==> config.mk <==
export PLATFORM = sky130hd
export DESIGN_NAME = sacr_rem
export DESIGN_NICKNAME = d
export VERILOG_FILES = /design/src/rtl/sacr_pkg.sv /design/src/rtl/sacr_rem.sv
export SDC_FILE = /design/constraint.sdc
export NUM_CORES = 1
export LEC_CHECK = 0
export BUFFER_PORTS_ARGS = -buffer_cell sky130_fd_sc_hd__buf_2
export CAP_MARGIN = 20
export CORE_MARGIN = 8
export CORE_UTILIZATION = 50
export CTS_CLUSTER_SIZE = 12
export DETAILED_ROUTE_END_ITERATION = 16
export PLACE_DENSITY = 0.79
export SYNTH_ARGS = -nofsm -noshare
export SYNTH_HDL_FRONTEND = slang
export SYNTH_SLANG_ARGS = --single-unit
==> constraint.sdc <==
create_clock -name clk -period 1.7 [get_ports clk]
set_input_delay 0.17 -clock clk [delete_from_list [all_inputs] [get_ports clk]]
set_output_delay 0.17 -clock clk [all_outputs]
set_load 0.02 [all_outputs]
==> src/rtl/sacr_pkg.sv <==
// shared constants, types and state codes for the set-associative cache
package sacr_pkg;

	localparam int MAX_SETS      = 256;
	localparam int MAX_WAYS      = 4;
	localparam int ADDR_W        = 32;
	localparam int SET_W         = $clog2(MAX_SETS);
	localparam int WAY_W         = $clog2(MAX_WAYS);
	localparam int MAX_WAYS_LOG2 = $clog2(MAX_WAYS);
	localparam int CNT_W         = 16;
	localparam int WLOG_W        = 2;
	localparam int CFG_W         = 9;
	localparam int CFG_IDX_W     = 2;
	localparam int DSR_W         = SET_W + 1;
	localparam int DIV_CNT_W     = $clog2(ADDR_W);

	localparam logic [CFG_IDX_W-1:0] REG_WAYS_LOG2   = CFG_IDX_W'(0);
	localparam logic [CFG_IDX_W-1:0] REG_SETS_IN_USE = CFG_IDX_W'(1);

	localparam logic [CFG_W-1:0] SETS_RESET = CFG_W'(MAX_SETS);
	localparam logic [CNT_W-1:0] CNT_MAX    = {CNT_W{1'b1}};

	typedef struct packed {
		logic [CNT_W-1:0]                 count;
		logic [MAX_WAYS-1:0][ADDR_W-1:0]  lines;
	} row_t;

	typedef struct packed {
		logic             rd_en;
		logic             wr_en;
		logic [SET_W-1:0] set;
	} store_req_t;

	typedef enum logic [2:0] {
		ST_IDLE,
		ST_DIVIDE,
		ST_READ,
		ST_CHECK,
		ST_FINISH
	} state_t;

endpackage

==> src/rtl/sacr_rem.sv <==
// iterative restoring remainder of a line address by the set count, one bit a cycle
module sacr_rem (
	input  logic                          clk,
	input  logic                          arst_n,
	input  logic                          start,
	input  logic [sacr_pkg::ADDR_W-1:0]   dividend,
	input  logic [sacr_pkg::DSR_W-1:0]    divisor,
	output logic                          done,
	output logic [sacr_pkg::SET_W-1:0]    remainder
);
	import sacr_pkg::*;

	logic                 busy_q;
	logic [DIV_CNT_W-1:0] cnt_q;
	logic [ADDR_W-1:0]    dvd_q;
	logic [DSR_W-1:0]     dsr_q;
	logic [SET_W-1:0]     rem_q;
	logic [DSR_W-1:0]     trial;
	logic [DSR_W-1:0]     diff;
	logic [SET_W-1:0]     rem_nxt;

	always_comb begin
		trial   = {rem_q, dvd_q[ADDR_W-1]};
		diff    = trial - dsr_q;
		rem_nxt = (trial >= dsr_q) ? diff[SET_W-1:0] : trial[SET_W-1:0];
	end

	assign done      = busy_q && (cnt_q == DIV_CNT_W'(ADDR_W - 1));
	assign remainder = rem_nxt;

	always_ff @(posedge clk or negedge arst_n) begin
		if (!arst_n) begin
			busy_q <= 1'b0;
			cnt_q  <= '0;
		end else if (start) begin
			busy_q <= 1'b1;
			cnt_q  <= '0;
		end else if (busy_q) begin
			cnt_q <= cnt_q + DIV_CNT_W'(1);
			if (done) begin
				busy_q <= 1'b0;
			end
		end
	end

	always_ff @(posedge clk) begin
		if (start) begin
			dvd_q <= dividend;
			dsr_q <= divisor;
			rem_q <= '0;
		end else if (busy_q) begin
			dvd_q <= {dvd_q[ADDR_W-2:0], 1'b0};
			rem_q <= rem_nxt;
		end
	end

endmodule

# Word level (Yosys, flattened, before mapping)
# Index checks and enable logic that the tools add are counted.
# W data, S select, Z words.
[op_classes]
n_addsub = 2
magnitude_cmp = 1
n_eq_ne = 1
n_mux = 8
reduce_logical = 2
[op_table]
columns = ["op", "n"]
rows = [
  ["$mux W32", 2],
  ["$mux W5", 2],
  ["$ge A9 B9 Y1", 1],
  ["$mux W8", 1],
  ["$sub A8 B8 Y8", 1],
  ["$add A5 B1 Y5 const B", 1],
  ["$eq A5 B5 Y1 const B", 1],
  ["$mux W1", 3],
  ["$reduce_bool A2 Y1", 1],
  ["$logic_and A1 B1 Y1", 1],
]
[totals]
ff_bits = 55
inputBits = 44
output_inout_bits = 9
elab_cells = 19

# Longest topological paths before layout
[logic_depth]
depth_word = 5
ltp_mapped = 8
ltp_nobuf = 8

# Worst setup path before layout
# No wires, ideal clock.
[synth_timing]
path_type = "reg2out"
from = "register dsr_q[4]"
to = "output remainder[5] in the netlist's numbering"
t_arrival_ns = 1.839
setup_slack_ns = -0.309
stages_incl_launch_ff = 8
n_path_buf = 1
cell_sequence = "edfxtp_1 -> inv_1 -> ha_1 -> o21ai_2 -> a211oi_2 -> a21oi_4 -> buf_6 -> o21ai_0"
[synth_via]
elab_chain_cells = 2
word_cells_on_any_way = 3
classes_between = "1 x add/sub; 1 x order compare; 1 x mux"
[synth_rtl]
columns = ["item", "line_no", "rtl"]
rows = [
  ["start: declaration", "sacr_rem.sv:16", "logic [DSR_W-1:0] dsr_q;"],
  ["start signal: assignment", "sacr_rem.sv:49", "dsr_q <= divisor;"],
  ["$sub A8 B8 Y8 / $ge A9 B9 Y1 (equally long branches)", "sacr_rem.sv:24, sacr_rem.sv:25", ""],
  ["$mux W8 (*)", "sacr_rem.sv:25", "rem_nxt = (trial >= dsr_q) ? diff[SET_W-1:0] : trial[SET_W-1:0];"],
  ["end: declaration", "sacr_rem.sv:9", "output logic [sacr_pkg::SET_W-1:0] remainder"],
]
# Every way passes the cells marked *; elsewhere a longest branch is shown, timed or not.

# Worst setup path after layout
[layout_timing]
from = "register dvd_q[31]"
to = "output remainder[6] in the netlist's numbering"
[layout_via]
elab_chain_cells = 2
word_cells_on_any_way = 3
classes_between = "1 x add/sub; 1 x order compare; 1 x mux"
[layout_rtl]
columns = ["item", "line_no", "rtl"]
rows = [
  ["start: declaration", "sacr_rem.sv:15", "logic [ADDR_W-1:0] dvd_q;"],
  ["start signal: assignment", "sacr_rem.sv:48", "dvd_q <= dividend;"],
  ["start signal: assignment", "sacr_rem.sv:52", "dvd_q <= {dvd_q[ADDR_W-2:0], 1'b0};"],
  ["$sub A8 B8 Y8 / $ge A9 B9 Y1 (equally long branches)", "sacr_rem.sv:24, sacr_rem.sv:25", ""],
  ["$mux W8 (*)", "sacr_rem.sv:25", ""],
]
# Marked as above.

==> reports/results.ini <==
[status]
status = finished, violations left
violations = setup timing

[synth]
synth_flop_cell = edfxtp_1
synth-seq-cells = 55
synthArstFlopShare_pct = 10.91
yosysWarnings = 0
synth_top_area_share_pct = 44.48
synth_cells = 213
synth_largest_area_cell = edfxtp_1
yosysSeqAreaShare_pct = 55.70
yosysMostFrequentCell = edfxtp_1
syn-num-nets = 269
synth_edf_count = 41
synthTopCellsByCount = 41 x edfxtp_1, 33 x mux2_2, 14 x inv_1, 14 x nor2_1, 12 x nand2_1
yosysUniqueCellTypes = 52
ys_top_cells_by_area = edfxtp_1 44%, mux2_2 13%, dfxtp_1 5.8%
syn_area_mm2 = 0.002768
syn_area_per_cell_um2 = 12.99

[sta]
fin_crit_sh_pct = 140.6
max_freq_mhz = 418.3
layout_setup_ws_ns = -0.6907
setup_violations = 16
fin_hold_ws_ns = 0.02618
tightest_slew_ns = 0.3098
post-route-min-period_ns = 2.391
hold_viol_final = 0
maxSlewHeadroom_pct = 79.35
rsz0062_at_grt = yes
maxSlewViolCount = 0
final.setup_skew_ns = 0.005988

[drt]
remaining_drc_errors = 0
ant_nets = 0
drtIter0Drc = 68
vias = 1938
post_drt_wl_per_cell_um = 15.95
routed_wirelength_um = 5983
vias_per_cell = 5.168
drtPass1Iterations = 4

[clock_tree]
clockBufferDepth = 2
clk_pin_slew_worst_paths_ns = 0.10
htree_levels = 2
cts_tree = done
cts_root_buf = clkbuf_8
cts_buffers = 5
clk_latency_ns = 0.31
cts_num_sinks = 55

[pwr]
p_comb_share_pct = 23.7
sw_frac_of_total_pct = 25.00
powerDensity_mw_per_mm2 = 854.3
clkPwrFrac_pct = 26.7
p_int_mw = 2.443
p_leak_nw = 1.641
pwr-share-seq_pct = 49.6
irDropWorstVdd_v = 0.0005811
p_switching_mw = 0.8142

[critical_path]
crit_path_end_kind = primary output
cp_max_fo = 2
crit_chain = inv_2, ha_4, fa_2, nand2b_4, a21oi_2, or4_1, a41o_2, nand2_4, buf_6
path_class = register to primary output
cpMaxStageDelayCell = or4_1
cp_num_buf_inv = 2
crit_arrival_ns = 2.22
cp-start-kind = register
cp.required_ns = 1.53
cp_top_family = simple AND/OR/NAND/NOR gates
slowest_delay_ns = 0.43

[cells_and_area]
area_growth_pct = 37.75
nNetsFinal = 358
drive_above_1_share_pct = 57.10
postLayoutCoreUtil_pct = 70.09
n_antenna_cell = 0
finalNonFillerCells = 375

[floorplanning]
die_h_um = 90.40
row_count = 27
dieArea_mm2 = 0.008172
dieWidth_um = 90.40
core_mm2 = 0.005439
io_pins = 53
initial_core_util_pct = 50.89

[grt]
grt.total_usage_pct = 14.68
globalRoute.totalOverflow = 0
grt_pass1_vias = 2176
grt_pass1_wl_um = 9880
grt_max_degree = 33
antenna_found_initial = 0

[placement]
dp_hpwl_um = 4249
portBuffers = 52
gp_congestion = 0.8987
dp.cells = 357

[hold_path]
hold_class = input pin to register

[job]
cap_violations = 0

==> timing repair <==
item                                    4_1_cts  5_1_grt
endpoints found under the setup margin       17       17
hold buffers                                  1        0
buffers inserted                              5        5
pin swaps                                    13        5
resized for setup                            38       10
endpoints found under the hold margin         6        0
==> power groups by stage <==
| stage | logic [mW] | registers, mW | clock network (mW) |
|---|---|---|---|
| global placement | 0.599 | 1.64 | 0 |
| global route | 0.830 | 1.63 | 0.939 |
| finish | 0.773 | 1.61 | 0.870 |
| floorplan | 0.400 | 1.63 | 0 |
| CTS | 0.730 | 1.62 | 0.892 |
| detailed placement | 0.617 | 1.64 | 0 |
==> final cells by class <==
type / count / area (µm²)
Multi-Input combinational cell: 135 / 1368
Timing Repair Buffer: 90 / 645.6
Fill cell: 382 / 1627
Clock inverter: 3 / 42.54
Tap cell: 72 / 90.09
Sequential cell: 55 / 1541
Clock buffer: 5 / 68.82
Inverter: 15 / 56.30
==> worst paths after layout <==
path / endpoint / cells past startpoint / slack [ns] / from
setup / recovery: remainder[6] / 9 / -0.69 / dvd_q[31]
hold / removal: dsr_q[5] / 1 / 0.03 / divisor[5]
setup reg to reg: rem_q[4] / 8 / -0.33 / dsr_q[0]
hold reg to reg: rem_q[7] / 2 / 0.56 / rem_q[7]
max in group asynchronous: cnt_q[3] / 2 / 1.36 / arst_n
min in group asynchronous: busy_q / 2 / 0.20 / arst_n
==> registers in the layout, indices dropped and copies added, names as in the netlist <==
name    flops
dvd_q      32
dsr_q       9
rem_q       8
cnt_q       5
busy_q      1
==> layout by cell type (no fill, tap or decap), types with 4 or more instances in the layout <==
master	instances
dfrtp_1	6
nor2_1	14
ha_4	6
nand2_1	7
buf_2	44
xor2_1	4
dfxtp_1	8
nand2_2	4
edfxtp_1	41
clkbuf_8	5
buf_6	14
mux2_2	31
buf_4	29
inv_1	11
ha_1	4
==> metal layers <==
metal	up-vias	track usage [%]	wire length, µm
met5	-	0	0
met4	0	4.300	98
met3	11	4.738	343
met2	47	26.93	3032
met1	922	15.57	2508
li1	958	-	-
==> worst reg2reg max path, stage by stage (launching register included) <==
cell	delay [ns]
edfxtp_1	0.44
ha_4	0.20
fa_2	0.36
nand2b_4	0.16
buf_6	0.12
a21oi_4	0.12
xor2_1	0.09
mux2_4	0.29
o21a_1	0.16
==> stage by stage <==
| step | power [mW] | TNS, ns | worst slack, ns | cell area [µm²] |
|---|---|---|---|---|
| 2_1_floorplan | 2.027 | -1.654 | -0.1930 | 2864 |
| 3_3_place_gp | 2.237 | -4.044 | -0.3173 | 3398 |
| 3_5_place_dp | 2.260 | -4.379 | -0.3437 | 3398 |
| 4_1_cts | 3.238 | -6.482 | -0.6767 | 3712 |
| 5_1_grt | 3.394 | -8.023 | -0.7557 | 3812 |
| 6_report | 3.257 | -6.557 | -0.6907 | 3812 |
==> kinds of logic after synthesis <==
| kind of cell | after synthesis | share of synthesized area, % |
|---|---|---|
| XOR/XNOR | 7 | 2.215 |
| multiplexers | 38 | 15.42 |
| buffers and inverters | 23 | 3.435 |
| AND/OR/NAND/NOR | 46 | 8.319 |
| flip-flops | 55 | 55.70 |
| AO/OA/AOI/OAI | 32 | 9.223 |
| adder cells (fa/ha/maj) | 12 | 5.696 |
(Power assumes the default switching activity.)
